==> config.mk <==
export PLATFORM = sky130hd
export DESIGN_NAME = terminal_key_sequence_decoder
export DESIGN_NICKNAME = d
export VERILOG_FILES = /design/src/design/tksd_pkg.sv /design/src/design/tksd_decode.sv /design/src/design/terminal_key_sequence_decoder.sv
export SDC_FILE = /design/constraint.sdc
export NUM_CORES = 1
export LEC_CHECK = 0
export ABC_AREA = 1
export BUFFER_PORTS_ARGS = -buffer_cell sky130_fd_sc_hd__buf_2
export CORE_MARGIN = 3
export CORE_UTILIZATION = 54
export DETAILED_ROUTE_END_ITERATION = 8
export PLACE_DENSITY = 0.77
export SETUP_SLACK_MARGIN = 0.3
export SLEW_MARGIN = 15
export SYNTH_ARGS = -nofsm -noshare
export SYNTH_HDL_FRONTEND = slang
export SYNTH_SLANG_ARGS = --single-unit
==> constraint.sdc <==
create_clock -name clk -period 3.35 [get_ports clk]
set_input_delay 0.1675 -clock clk [delete_from_list [all_inputs] [get_ports clk]]
set_output_delay 0.1675 -clock clk [all_outputs]
set_load 0.005 [all_outputs]
==> src/design/tksd_pkg.sv <==
// ----------------------------------------------------------------------------
// tksd_pkg - shared types and constants for the terminal key sequence decoder
// Key codes, decode phases, widths and the final-byte lookup.
// ----------------------------------------------------------------------------
package tksd_pkg;

  localparam int SEQ_BUFFER_LEN = 8;
  localparam int CSI_CNT_W      = $clog2(SEQ_BUFFER_LEN);
  localparam logic [CSI_CNT_W-1:0] CSI_LAST = CSI_CNT_W'(SEQ_BUFFER_LEN - 1);

  localparam int TMO_W = 16;
  localparam logic [TMO_W-1:0] TMO_RESET = 16'd25;

  typedef logic [3:0] key_t;

  localparam key_t K_CHAR      = 4'd0;
  localparam key_t K_ENTER     = 4'd1;
  localparam key_t K_TAB       = 4'd2;
  localparam key_t K_BACKSPACE = 4'd3;
  localparam key_t K_ESCAPE    = 4'd4;
  localparam key_t K_UP        = 4'd5;
  localparam key_t K_DOWN      = 4'd6;
  localparam key_t K_RIGHT     = 4'd7;
  localparam key_t K_LEFT      = 4'd8;
  localparam key_t K_HOME      = 4'd9;
  localparam key_t K_END       = 4'd10;
  localparam key_t K_DELETE    = 4'd11;
  localparam key_t K_PAGEUP    = 4'd12;
  localparam key_t K_PAGEDOWN  = 4'd13;

  localparam logic [2:0] PH_IDLE = 3'd0;
  localparam logic [2:0] PH_ESC  = 3'd1;
  localparam logic [2:0] PH_SS3  = 3'd2;
  localparam logic [2:0] PH_CSI  = 3'd3;
  localparam logic [2:0] PH_UTF8 = 3'd4;

  localparam logic [7:0] B_TAB   = 8'h09;
  localparam logic [7:0] B_LF    = 8'h0a;
  localparam logic [7:0] B_CR    = 8'h0d;
  localparam logic [7:0] B_BS    = 8'h08;
  localparam logic [7:0] B_DEL   = 8'h7f;
  localparam logic [7:0] B_ESC   = 8'h1b;
  localparam logic [7:0] B_SS3   = 8'h4f;  // 'O'
  localparam logic [7:0] B_CSI   = 8'h5b;  // '['
  localparam logic [7:0] B_TILDE = 8'h7e;

  typedef struct packed {
    logic        valid;
    key_t        key;
    logic [31:0] bytes;
    logic [2:0]  count;
  } result_t;

  function automatic key_t decode_final(input logic [7:0] fin, input logic [7:0] param);
    key_t k;
    k = K_ESCAPE;
    case (fin)
      8'h41:   k = K_UP;     // 'A'
      8'h42:   k = K_DOWN;
      8'h43:   k = K_RIGHT;
      8'h44:   k = K_LEFT;
      8'h48:   k = K_HOME;   // 'H'
      8'h46:   k = K_END;    // 'F'
      B_TILDE: begin
        case (param)
          8'h31, 8'h37: k = K_HOME;
          8'h33:        k = K_DELETE;
          8'h34, 8'h38: k = K_END;
          8'h35:        k = K_PAGEUP;
          8'h36:        k = K_PAGEDOWN;
          default:      k = K_ESCAPE;
        endcase
      end
      default: k = K_ESCAPE;
    endcase
    return k;
  endfunction

  // total length of a UTF-8 sequence from its lead byte
  function automatic logic [2:0] utf8_len(input logic [7:0] b);
    logic [2:0] n;
    if (b inside {[8'hc2:8'hdf]}) n = 3'd2;
    else if (b inside {[8'he0:8'hef]}) n = 3'd3;
    else if (b inside {[8'hf0:8'hf4]}) n = 3'd4;
    else n = 3'd1;
    return n;
  endfunction

endpackage

==> src/design/tksd_decode.sv <==
// ----------------------------------------------------------------------------
// tksd_decode - sequence state and single-pass decode step
// Holds the decode phase, CSI and UTF-8 gathering state and the inter-byte
// timer; computes the result of one byte or tick and updates state on step.
// ----------------------------------------------------------------------------
module tksd_decode (
  input  logic                     clk,
  input  logic                     rst,
  input  logic                     step,
  input  logic                     action,
  input  logic [7:0]               data_byte,
  input  logic [tksd_pkg::TMO_W-1:0] timeout,
  output tksd_pkg::result_t        res
);
  import tksd_pkg::*;

  logic [2:0]           phase, phase_next;
  logic [7:0]           first_param, first_param_next;
  logic [CSI_CNT_W-1:0] csi_count, csi_count_next;
  logic [23:0]          utf8_held, utf8_held_next;
  logic [2:0]           utf8_expected, utf8_expected_next;
  logic [2:0]           utf8_got, utf8_got_next;
  logic [TMO_W-1:0]     wait_ticks, wait_ticks_next;

  logic [TMO_W-1:0]     limit;
  logic [TMO_W:0]       wait_inc;
  logic [7:0]           param;
  logic [CSI_CNT_W-1:0] csi_inc;
  logic [31:0]          utf8_bytes;
  logic [2:0]           got_inc;
  logic [2:0]           lead_len;

  always_comb begin
    limit      = (timeout == '0) ? TMO_W'(1) : timeout;
    wait_inc   = {1'b0, wait_ticks} + (TMO_W+1)'(1);
    param      = (csi_count == '0) ? data_byte : first_param;
    csi_inc    = csi_count + CSI_CNT_W'(1);
    utf8_bytes = {8'h00, utf8_held} | ({24'h0, data_byte} << {utf8_got[1:0], 3'b000});
    got_inc    = utf8_got + 3'd1;
    lead_len   = utf8_len(data_byte);

    phase_next         = phase;
    first_param_next   = first_param;
    csi_count_next     = csi_count;
    utf8_held_next     = utf8_held;
    utf8_expected_next = utf8_expected;
    utf8_got_next      = utf8_got;
    wait_ticks_next    = wait_ticks;
    res                = '{valid: 1'b0, key: K_CHAR, bytes: 32'h0, count: 3'd0};

    if (action) begin
      if (phase != PH_IDLE) begin
        if (wait_inc < {1'b0, limit}) begin
          wait_ticks_next = wait_inc[TMO_W-1:0];
        end else begin
          // cut off the open sequence
          phase_next      = PH_IDLE;
          wait_ticks_next = '0;
          res.valid       = 1'b1;
          if (phase == PH_UTF8) begin
            res.key            = K_CHAR;
            res.bytes          = {8'h00, utf8_held};
            res.count          = utf8_got;
            utf8_held_next     = '0;
            utf8_got_next      = '0;
            utf8_expected_next = '0;
          end else begin
            res.key = K_ESCAPE;
          end
        end
      end
    end else begin
      wait_ticks_next = '0;
      case (phase)
        PH_ESC: begin
          if (data_byte == B_SS3) begin
            phase_next = PH_SS3;
          end else if (data_byte == B_CSI) begin
            phase_next       = PH_CSI;
            csi_count_next   = '0;
            first_param_next = '0;
          end else begin
            phase_next = PH_IDLE;
            res.valid  = 1'b1;
            res.key    = K_ESCAPE;
          end
        end
        PH_SS3: begin
          phase_next = PH_IDLE;
          res.valid  = 1'b1;
          res.key    = decode_final(data_byte, data_byte);
        end
        PH_CSI: begin
          first_param_next = param;
          csi_count_next   = csi_inc;
          if (data_byte inside {[8'h41:8'h5a]} || data_byte == B_TILDE ||
              csi_inc >= CSI_LAST) begin
            phase_next     = PH_IDLE;
            csi_count_next = '0;
            res.valid      = 1'b1;
            res.key        = decode_final(data_byte, param);
          end
        end
        PH_UTF8: begin
          if (data_byte[7:6] != 2'b10 || got_inc >= utf8_expected || got_inc >= 3'd4) begin
            phase_next         = PH_IDLE;
            utf8_held_next     = '0;
            utf8_got_next      = '0;
            utf8_expected_next = '0;
            res.valid          = 1'b1;
            res.key            = K_CHAR;
            res.bytes          = utf8_bytes;
            res.count          = got_inc;
          end else begin
            utf8_held_next = utf8_bytes[23:0];
            utf8_got_next  = got_inc;
          end
        end
        default: begin
          phase_next = PH_IDLE;
          case (data_byte)
            B_CR, B_LF: begin
              res.valid = 1'b1;
              res.key   = K_ENTER;
            end
            B_TAB: begin
              res.valid = 1'b1;
              res.key   = K_TAB;
            end
            B_DEL, B_BS: begin
              res.valid = 1'b1;
              res.key   = K_BACKSPACE;
            end
            B_ESC: begin
              phase_next = PH_ESC;
            end
            default: begin
              if (lead_len == 3'd1) begin
                res.valid = 1'b1;
                res.key   = K_CHAR;
                res.bytes = {24'h0, data_byte};
                res.count = 3'd1;
              end else begin
                // open a multi-byte character
                phase_next         = PH_UTF8;
                utf8_held_next     = {16'h0, data_byte};
                utf8_got_next      = 3'd1;
                utf8_expected_next = lead_len;
              end
            end
          endcase
        end
      endcase
    end
  end

  always_ff @(posedge clk) begin
    if (rst) begin
      phase         <= PH_IDLE;
      first_param   <= '0;
      csi_count     <= '0;
      utf8_held     <= '0;
      utf8_expected <= '0;
      utf8_got      <= '0;
      wait_ticks    <= '0;
    end else if (step) begin
      phase         <= phase_next;
      first_param   <= first_param_next;
      csi_count     <= csi_count_next;
      utf8_held     <= utf8_held_next;
      utf8_expected <= utf8_expected_next;
      utf8_got      <= utf8_got_next;
      wait_ticks    <= wait_ticks_next;
    end
  end

endmodule

==> src/design/terminal_key_sequence_decoder.sv <==
// ----------------------------------------------------------------------------
// terminal_key_sequence_decoder - terminal byte stream to key events
// Turns received terminal bytes and millisecond ticks into decoded keys.
// ----------------------------------------------------------------------------
// Input channel: in_valid/in_stall carries one item per transfer: action 0 is
// a received data_byte, action 1 is one timer tick (data_byte ignored).
// Output channel: out_valid/out_stall carries one key per transfer: key_code,
// and for characters the bytes (first byte lowest) and their count.
// Configuration: cfg_we writes cfg_wdata to the inter-byte timeout, in ticks.
// Write it only while no sequence is open and the pipeline is empty.
// An item is captured in the input register, decoded by the single decode
// pass and its key captured in the result register. Throughput: one item
// per cycle while no result is held by out_stall, set by the decode pass
// between the registers. Items that complete no sequence produce no output.
// Reset: the decoder returns to idle, the timeout becomes 25 ticks, both
// registers empty. While out_stall holds a result, the input register holds
// its item and in_stall rises once that register is full.
// ----------------------------------------------------------------------------
module terminal_key_sequence_decoder (
  input  logic        clk,
  input  logic        rst,
  input  logic        in_valid,
  output logic        in_stall,
  input  logic        action,
  input  logic [7:0]  data_byte,
  output logic        out_valid,
  input  logic        out_stall,
  output logic [3:0]  key_code,
  output logic [31:0] char_bytes,
  output logic [2:0]  char_count,
  input  logic        cfg_we,
  input  logic [15:0] cfg_wdata
);
  import tksd_pkg::*;

  logic             s1_valid;
  logic             s1_action;
  logic [7:0]       s1_byte;
  logic [TMO_W-1:0] timeout;
  logic             advance;
  logic             load;
  result_t          res;

  assign advance  = !out_valid || !out_stall;
  assign load     = !s1_valid || advance;
  assign in_stall = !load;

  always_ff @(posedge clk) begin
    if (rst) begin
      timeout <= TMO_RESET;
    end else if (cfg_we) begin
      timeout <= cfg_wdata;
    end
  end

  // input register
  always_ff @(posedge clk) begin
    if (rst) begin
      s1_valid <= 1'b0;
    end else if (load) begin
      s1_valid <= in_valid;
    end
  end

  always_ff @(posedge clk) begin
    if (load && in_valid) begin
      s1_action <= action;
      s1_byte   <= data_byte;
    end
  end

  tksd_decode u_decode (
    .clk       (clk),
    .rst       (rst),
    .step      (s1_valid && advance),
    .action    (s1_action),
    .data_byte (s1_byte),
    .timeout   (timeout),
    .res       (res)
  );

  // result register: hold while stalled
  always_ff @(posedge clk) begin
    if (rst) begin
      out_valid <= 1'b0;
    end else if (advance) begin
      out_valid <= s1_valid && res.valid;
    end
  end

  always_ff @(posedge clk) begin
    if (advance && s1_valid && res.valid) begin
      key_code   <= res.key;
      char_bytes <= res.bytes;
      char_count <= res.count;
    end
  end

endmodule

* Word level (Yosys, flattened, before mapping)
Cells that the tools add are included.
Storage, ports and cells: register bits after elaboration 126
Operators by class: add/subtract/negate cells 3, order comparisons 12, equal/unequal tests 45, shift-type cells 1, mux-type cells 63, bitwise logic cells 2, reduce and logical (&&, ||, !) cells 36
Operators with widths (count):
- 40-bit two-way mux | 5
- 24-bit two-way mux | 7
- 8-bit by 6-bit equality test with 1-bit output (second input constant) | 14
- 8-bit by 7-bit equality test with 1-bit output (second input constant) | 10
- 3-bit two-way mux | 24
- 35-bit one-hot mux with 2 select lines | 1
- 16-bit two-way mux | 4
- 4-bit one-hot mux with 7 select lines | 2
- 24-bit one-hot mux with 2 select lines | 1
- 4-bit one-hot mux with 5 select lines | 2
- 5-bit one-hot mux with 4 select lines | 2
- 35-bit two-way mux | 1
- 8-bit by 4-bit equality test with 1-bit output (second input constant) | 4
- 24-bit by 32-bit OR with 32-bit output | 1
- 8-bit by 5-bit left shift with 32-bit output | 1
- 27-bit two-way mux | 1
- 8-bit >= comparator (second input constant) | 3
- 8-bit less-or-equal comparator (second input constant) | 3
- 8-bit two-way mux | 3
- 3-bit one-hot mux with 2 select lines | 4
- 16-bit by 1-bit adder with 17-bit output (second input constant) | 1
- 17-bit by 16-bit less-than comparator with 1-bit output | 1
- 16-bit zero test | 1
- 8-bit one-hot mux with 2 select lines | 1
- 31 further kinds | 65

* Depth between registers and ports, before layout
Gate-level depths: netlist (run 1).
word-level depth 11, depth in mapped cells 21, gate-level depth less buffers 19

* Cells and area by module
A second synthesis (run 1) with hierarchy kept.
Unflattened totals: cells, all modules 1029, area total of the unflattened synthesis 7444.6 sq um
By module, submodules not included:
- tksd_decode | times used 1, cells an instance 897, area an instance 5358.9 sq um, sequential area each 1201.2 sq um
- terminal_key_sequence_decoder | times used 1, cells an instance 132, area an instance 2085.8 sq um, sequential area each 1801.7 sq um

* Worst setup path before layout (run 1)
Ideal clock, no wire load.
path kind reg2reg, start point register u_decode.wait_ticks[0], end point register char_bytes[0] (enable), setup time 0.394 ns, arrival 2.970 ns, data required time 2.956 ns, setup slack -0.014 ns, stages on the path, launching flop included 17, cell sequence dfxtp_1 ha_1 nand3_2 nor2_4 nand3_1 nor4_1 xor2_1 inv_1 ha_1 nand2_1 inv_1 nand3_1 nor2_1 nand2_2 nand3_4 nand3_1 inv_1
On the way: cells in the longest elaborated chain, start to end 6
Ends and longest elaborated chain:
- from (decl) | line tksd_decode.sv:23 | logic [TMO_W-1:0] wait_ticks, wait_ticks_next;
- from (signal assigned) | line tksd_decode.sv:173 | wait_ticks <= wait_ticks_next;
- 16-bit by 1-bit adder with 17-bit output | line tksd_decode.sv:35 | wait_inc = {1'b0, wait_ticks} + (TMO_W+1)'(1);
- 17-bit by 16-bit less-than comparator with 1-bit output | line tksd_decode.sv:53 | if (wait_inc < {1'b0, limit}) begin
- 40-bit two-way mux | line tksd_decode.sv:53
- 40-bit two-way mux | line tksd_decode.sv:52 | if (phase != PH_IDLE) begin
- 40-bit two-way mux | line tksd_decode.sv:51 | if (action) begin
- 1-bit logical AND | line terminal_key_sequence_decoder.sv:92 | if (advance && s1_valid && res.valid) begin
- to (signal assigned) | line terminal_key_sequence_decoder.sv:94 | char_bytes <= res.bytes;
- to (decl) | line terminal_key_sequence_decoder.sv:29 | output logic [31:0] char_bytes,
Every way passes these cells. A chain may end at the register's enable or synchronous reset.

* Worst setup path in the final report (run 1)
start point register u_decode.wait_ticks[0], end point register u_decode.utf8_held[8]
On the way: cells in the longest elaborated chain, start to end 4
Ends and longest elaborated chain:
- 16-bit by 1-bit adder with 17-bit output | line tksd_decode.sv:35
- 17-bit by 16-bit less-than comparator with 1-bit output | line tksd_decode.sv:53
- 2-bit inequality test (no source line)
- 7-bit AND reduction (no source line)
- to (signal assigned) | line tksd_decode.sv:170 | utf8_held <= utf8_held_next;
- to (decl) | line tksd_decode.sv:20 | logic [23:0] utf8_held, utf8_held_next;
Every way passes these cells.

==> results of run 1 <==
[tightest hold or removal path: cells and delay by family]
kind,cells,cell delay (ps)
and+or+nand+nor,1,70
AOI/OAI and AO/OA,1,60
buffers and inverters,1,100
[path summary, 6_finish.rpt]
path / from / endpoint / slack, ps / cells after the start
max: u_decode.wait_ticks[0]$_SDFFE_PP0P_ / u_decode.utf8_held[8]$_SDFFE_PP0P_ / 290 / 18
min: in_valid / s1_valid$_SDFFE_PP0N_ / 10 / 3
max reg2reg: u_decode.wait_ticks[0]$_SDFFE_PP0P_ / u_decode.utf8_held[8]$_SDFFE_PP0P_ / 290 / 18
min reg2reg: u_decode.first_param[4]$_SDFFE_PP0P_ / u_decode.first_param[4]$_SDFFE_PP0P_ / 460 / 2
[power groups by stage]
stage          logic, mW  clock network [mW]  registers (mW)
6_report           0.299                1.95            1.64
5_1_grt            0.328                2.03            1.64
4_1_cts            0.282                1.96            1.64
3_5_place_dp       0.261                   0            1.67
3_3_place_gp       0.257                   0            1.67
2_1_floorplan      0.182                   0            1.66
[synth_stat cells (2+ instances only)]
library cell / instances / area [um^2]
nand2_1: 259 / 972
inv_2: 15 / 56.3
o21ai_0: 65 / 325
nand3_1: 74 / 370
nor3_1: 21 / 105
a22oi_1: 5 / 37.5
clkinv_1: 4 / 15.0
xnor2_1: 6 / 52.6
nand2_2: 15 / 93.8
nor2_4: 3 / 33.8
clkbuf_1: 15 / 56.3
dfxtp_1: 78 / 1560
buf_4: 2 / 15.0
buf_2: 18 / 90.1
ha_1: 23 / 288
o21ai_1: 2 / 10.0
nand3_2: 2 / 20.0
xor2_1: 8 / 70.1
or2_1: 3 / 18.8
a21boi_0: 2 / 15.0
a31oi_1: 9 / 56.3
edfxtp_1: 48 / 1440
o211ai_1: 16 / 120
inv_1: 126 / 473
buf_6: 3 / 33.8
nand4_1: 27 / 169
o22ai_1: 2 / 12.5
a21o_1: 2 / 15.0
nor2_2: 23 / 144
a21oi_1: 54 / 270
and2_1: 2 / 12.5
nor2_1: 87 / 327
[logic make-up after synthesis]
| kind of cell | count (synthesis) | share of synthesized area |
|---|---|---|
| XOR/XNOR | 14 | 0.0165 |
| flip-flops | 126 | 0.404 |
| AO/OA/AOI/OAI | 163 | 0.122 |
| adder cells (fa/ha/maj) | 23 | 0.0388 |
| buffers and inverters | 186 | 0.103 |
| AND/OR/NAND/NOR | 523 | 0.315 |
[routing by layer]
metal | global-route usage | wire [um] | vias to the layer above
li1 | - | - | 3601
met1 | 0.342 | 8510 | 3357
met2 | 0.423 | 9490 | 402
met3 | 0.0576 | 1740 | 82
met4 | 0.102 | 849 | 0
met5 | 0 | 0 | -
[area by class of cell]
type / instances / area (um^2)
clock buffers: 18 / 429
inverters: 146 / 554
well taps: 176 / 220
multi-input cells: 723 / 3790
flip-flops and latches: 126 / 3010
repair buffers: 121 / 910
clock inverters: 14 / 189
fillers: 1109 / 4240
[state kept, by name (all words and copies together) (netlist names)]
| signal | flops |
|---|---|
| u_decode.csi_count | 3 |
| s1_byte | 8 |
| u_decode.first_param | 8 |
| s1_valid | 1 |
| u_decode.phase | 3 |
| char_count | 3 |
| u_decode.wait_ticks | 16 |
| u_decode.utf8_got | 3 |
| s1_action | 1 |
| key_code | 4 |
| u_decode.utf8_expected | 3 |
| out_valid | 1 |
| u_decode.utf8_held | 24 |
| char_bytes | 32 |
| timeout | 16 |
[timing repair]
item / in CTS / in global routing
gates resized for setup: 2 / 29
hold buffers: 12 / 0
pin swaps: 2 / 17
setup endpoints to repair: 59 / 114
gates cloned: 1 / 6
endpoints found under the hold margin: 12 / 0
setup buffers: 5 / 8
==> flow_summary_export.csv, run 1 <==
group,metric,value,unit
run_status,status,"completed",
final_layout,drive_gt1_frac,0.203,
floorplanning,core_region,13300,um^2
clock_tree,ctsRootBufferMaster,"clkbuf_16",
clock_tree,numClockSinks,126,
power,pwr-share-seq,0.422,
sta,final.setup.tns,0,ps
sta,finalCritPeriodShare,0.914,
power,power.share.clock,0.501,
drt,drt-vias-per-instance,5.62,
worst_setup_path,worst_setup_path_start_kind,"flip-flop",
global_route,first_global_vias,6487,
final_layout,antennaDiodeCount,0,
worst_setup_path,critical_path.max_fanout,7,
synth,yosys_register_bits,126,
sta,final.min_clock_period,3060,ps
floorplanning,die_outline_width,123,um
sta,rsz0062_at_grt,"true",
sta,max_slew_violation_count,0,
final_layout,flow.area_growth_from_synthesis,22.6,%
drt,detail_route.iter0.violations,1007,
power,p_leak,4.10,nW
synth,synth-edff-count,48,
synth,yosysUniqueCellTypes,48,
worst_setup_path,cpPeakStageDelay,380,ps
power,power_per_cell_area,427,nW/um^2
drt,drt_first_pass_iters,9,
worst_setup_path,path_cells,"ha_4, nand3_4, nor2_4, nand3_2, nor4_2, xor2_1, inv_1, ha_4, a21o_1, a21oi_2, and3_4, nand3_4, buf_12, nand3_4, clkbuf_16, nand2_2, nand2_1, nor2_2",
floorplanning,top_level_ports,71,
sta,skew,9.38,ps
worst_setup_path,required_time_of_the_critical_path,3670,ps
worst_setup_path,cp_slowest_cell,"dfxtp_4",
placed_design,placedInstanceArea,8010,um^2
clock_tree,clock_path_buffers,2,
power,comb_power_share,0.077,
clock_tree,clk_transition_reported_paths,60,ps
floorplanning,initial_utilization,0.556,
synth,postSynthNetCount,1088,
synth,post_synthesis_async_set_or_reset_flop_share,0,
drt,postRouteWirelength,20600,um
power,switching_share,0.238,
sta,final-hold-violation-count,0,
synth,yosysWarnings,0,
drt,via_count,7442,
placed_design,place_worst_setup_slack,261,ps
floorplanning,floorplan.die_area,15200,um^2
placed_design,post-place-cells,1260,
drt,detail-route-antenna-nets,0,
sta,worstMarginPinSlew,685,ps
drt,detail_route.drc_violations,0,
sta,setup_ws,289,ps
hold_path,hold_class,"input port to flip-flop",
synth,gate_count_of_the_mapped_netlist,1035,
clock_tree,clock_tree.htree_level_count,4,
clock_tree,cts_tree,"built",
flow_run,drv.max_cap_violation_count,0,
global_route,grt_pass1_wl,31200,um
global_route,antenna_found_initial,0,
synth,synth-main-ff-cell,"dfxtp_1",
synth,netlist_area,7430,um^2
final_layout,net_count_of_the_finished_layout,1188,
power,p_sw,0.928,mW
final_layout,leading_cell_types_in_the_layout_fill_and_taps_excluded,"nand2_1, inv_1, nor2_1",
final_layout,most_common_library_cell_in_the_layout_ignoring_fill_and_taps,"nand2_1",
clock_tree,cts_buffer_count,17,
synth,synth_sequential_area_ratio,0.404,
worst_setup_path,critPathArrivalTime,3390,ps
worst_setup_path,worst-setup-path-type,"flip-flop to flip-flop",
worst_setup_path,cp_common_cell,"nand3_4",
power,internal_power,2.96,mW
final_layout,finalNonFillerCells,1324,
clock_tree,clk-insertion-delay-late,430,ps
sta,hold-worst-slack,10.2,ps
power,total_power,3.89,mW
synth,synth.avg_cell_area,7.17,um^2
power,vdd_drop_max,0.000386,V
sta,setup_viol,0,
floorplanning,fp-row-count,42,
sta,timing.slew.headroom,0.543,
worst_setup_path,count_of_buffering_cells_on_the_critical_path_with_inverters_included,3,
drt,wl_per_cell,15.6,um
floorplanning,die_h,123,um
global_route,grt_overflow_total,0,
worst_setup_path,crit_family,"simple AND/OR/NAND/NOR gates",
worst_setup_path,timing.critical_path.to_type,"flip-flop",
placed_design,hpwlAfterDp,13100,um
final_layout,final_core_util,0.682,
final_layout,fin_area,9100,um^2
global_route,globalRouteTotalUtil,0.261,
placed_design,count_of_buffers_from_port_buffering,70,
placed_design,place_congestion,0.963,
sta,fmax,327,MHz
global_route,grt_start_max_net_pins,41,
(Power assumes the default switching activity.)
==> inputs of run 2 (changes only) <==
--- a/config.mk
+++ b/config.mk
@@ -11,7 +11,6 @@
 export CORE_UTILIZATION = 54
 export DETAILED_ROUTE_END_ITERATION = 8
 export PLACE_DENSITY = 0.77
-export SETUP_SLACK_MARGIN = 0.3
 export SLEW_MARGIN = 15
 export SYNTH_ARGS = -nofsm -noshare
 export SYNTH_HDL_FRONTEND = slang
==> run 2 against run 1 <==
Fmax shrank 1.5%. Die area is the same. Setup slack lost 48 ps. Global-route usage is essentially flat. Critical path type unchanged. Power is essentially flat. Core utilization shrank 2.5 points. Non-clock buffer count shrank 18. Sequential power is essentially flat. First-iteration DRC count shrank 21%. Via count shrank 4.2%. Critical path depth shrank 3. Wire length shrank 6.7%.
==> flow_summary_export.csv, run 2 (synthesis results as in run 1) <==
group,metric,value,unit
floorplanning,initial_utilization,0.556,
floorplanning,floorplan.die_area,15200,um^2
placed_design,place_congestion,0.934,
placed_design,hpwlAfterDp,13000,um
drt,detail_route.drc_violations,0,
worst_setup_path,required_time_of_the_critical_path,3480,ps
floorplanning,die_outline_width,123,um
final_layout,max_reg_flops,32,
final_layout,most_common_library_cell_in_the_layout_ignoring_fill_and_taps,"nand2_1",
power,internal_power,2.97,mW
power,power_per_cell_area,444,nW/um^2
sta,max_slew_violation_count,0,
global_route,globalRouteTotalUtil,0.261,
sta,skew,8.89,ps
sta,setup_ws,242,ps
power,vdd_drop_max,0.000314,V
worst_setup_path,path_cells,"ha_1, nand3_2, nor2_4, nand3_1, nor4_2, xor2_1, inv_1, ha_1, a21o_1, a21oi_1, and3_4, nand2_1, buf_4, nand3_1, o211ai_1",
final_layout,largestRegisters,"char_bytes x32, u_decode.utf8_held x24",
global_route,first_global_vias,6458,
hold_path,hold_class,"input port to flip-flop",
drt,postRouteWirelength,19200,um
worst_setup_path,critPathArrivalTime,3230,ps
sta,final.setup.tns,0,ps
final_layout,drive_gt1_frac,0.171,
power,power.share.clock,0.506,
final_layout,largest_register,"char_bytes",
worst_setup_path,crit_family,"simple AND/OR/NAND/NOR gates",
sta,final.min_clock_period,3110,ps
clock_tree,ctsRootBufferMaster,"clkbuf_16",
worst_setup_path,cp_slowest_cell,"dfxtp_1",
sta,finalCritPeriodShare,0.928,
sta,setup_viol,0,
floorplanning,fp-row-count,42,
worst_setup_path,critical_path.max_fanout,28,
clock_tree,cts_tree,"built",
clock_tree,clock_path_buffers,2,
power,p_leak,3.97,nW
drt,via_count,7127,
drt,detail-route-antenna-nets,0,
sta,rsz0062_at_grt,"false",
final_layout,antennaDiodeCount,0,
worst_setup_path,cpPeakStageDelay,350,ps
floorplanning,die_h,123,um
sta,worstMarginPinSlew,660,ps
final_layout,net_count_of_the_finished_layout,1170,
final_layout,flow.area_growth_from_synthesis,18.1,%
placed_design,count_of_buffers_from_port_buffering,70,
global_route,grt_pass1_wl,31300,um
flow_run,drv.max_cap_violation_count,0,
final_layout,leading_cell_types_in_the_layout_fill_and_taps_excluded,"nand2_1, inv_1, nor2_1",
power,total_power,3.89,mW
worst_setup_path,worst_setup_path_start_kind,"flip-flop",
clock_tree,clk-insertion-delay-late,430,ps
global_route,grt_start_max_net_pins,41,
global_route,grt_overflow_total,0,
clock_tree,clk_transition_reported_paths,60,ps
clock_tree,cts_buffer_count,17,
power,comb_power_share,0.072,
drt,drt_first_pass_iters,5,
floorplanning,core_region,13300,um^2
worst_setup_path,worst-setup-path-type,"flip-flop to flip-flop",
clock_tree,numClockSinks,126,
worst_setup_path,timing.critical_path.to_type,"flip-flop",
placed_design,place_worst_setup_slack,171,ps
sta,final-hold-violation-count,0,
drt,wl_per_cell,14.7,um
sta,timing.slew.headroom,0.560,
power,switching_share,0.238,
power,pwr-share-seq,0.422,
clock_tree,clock_tree.htree_level_count,4,
drt,drt-vias-per-instance,5.46,
floorplanning,top_level_ports,71,
power,p_sw,0.924,mW
run_status,status,"completed",
sta,fmax,322,MHz
drt,detail_route.iter0.violations,791,
global_route,antenna_found_initial,0,
worst_setup_path,count_of_buffering_cells_on_the_critical_path_with_inverters_included,2,
[run 2: changes by cell type in the layout (fill, tap and decap cells not counted), moves of 4 or more]
cell	before	now
inv_2	20	15
buf_4	27	17
nand2_1	253	259
nand2_2	19	15
inv_1	120	125
[run 2: timing repair]
| item | in CTS | in global routing |
|---|---|---|
| hold endpoints to repair | 12 | 0 |
| endpoints found under the setup margin | 0 | 102 |
| hold buffers | 13 | 0 |
| gates resized for setup | 0 | 7 |
| setup buffers | 0 | 1 |
[run 2: metal layers]
| layer | vias up | global-route usage | share of wire |
|---|---|---|---|
| met5 | - | 0 | 0 |
| met1 | 3242 | 0.338 | 0.43 |
| met2 | 280 | 0.421 | 0.47 |
| li1 | 3556 | - | - |
| met4 | 0 | 0.104 | 0.026 |
| met3 | 49 | 0.0627 | 0.071 |
[run 2: worst register-to-register path: stages, from the launching register on]
cell	delay (ps)
dfxtp_1	350
ha_1	210
nand3_2	130
nor2_4	130
nand3_1	140
nor4_2	190
xor2_1	200
inv_1	80
ha_1	320
a21o_1	170
a21oi_1	120
and3_4	210
nand2_1	70
buf_4	240
nand3_1	130
o211ai_1	120
[run 2: worst paths after layout]
kind / start / end / slack, ps / cells past startpoint
worst min-delay path: cfg_we / timeout[3]$_SDFFE_PP1P_ / 20 / 2
worst min register to register: u_decode.first_param[5]$_SDFFE_PP0P_ / u_decode.first_param[5]$_SDFFE_PP0P_ / 460 / 2
worst max register to register: u_decode.wait_ticks[1]$_SDFFE_PP0P_ / char_count[0]$_DFFE_PP_ / 240 / 15
worst max-delay path: u_decode.wait_ticks[1]$_SDFFE_PP0P_ / char_count[0]$_DFFE_PP_ / 240 / 15
[run 2: layout make-up]
cell class,count,area (um^2)
clock inverters,10,119
multi-input cells,723,3680
flip-flops and latches,126,3010
inverters,146,554
repair buffers,103,668
well taps,176,220
fillers,1189,4580
clock buffers,22,518
[run 2: power by group through the flow]
stage,clock network [mW],logic (mW),registers [mW]
finish,1.97,0.281,1.64
global route,2.06,0.311,1.64
CTS,1.99,0.274,1.64
detailed placement,0,0.260,1.67
global placement,0,0.256,1.67
floorplan,0,0.180,1.66
[run 2: through the flow]
| stage | util | hold WS [ps] | instance area (um^2) | std cells |
|---|---|---|---|---|
| finish | 0.657 | 20.5 | 8770 | 1306 |
| global route | 0.657 | 22.4 | 8770 | 1306 |
| CTS | 0.653 | 1.25 | 8720 | 1305 |
| detailed placement | 0.596 | 346 | 7950 | 1260 |
| global placement | 0.596 | 345 | 7950 | 1260 |
| floorplan | - | 266 | 7430 | 1035 |
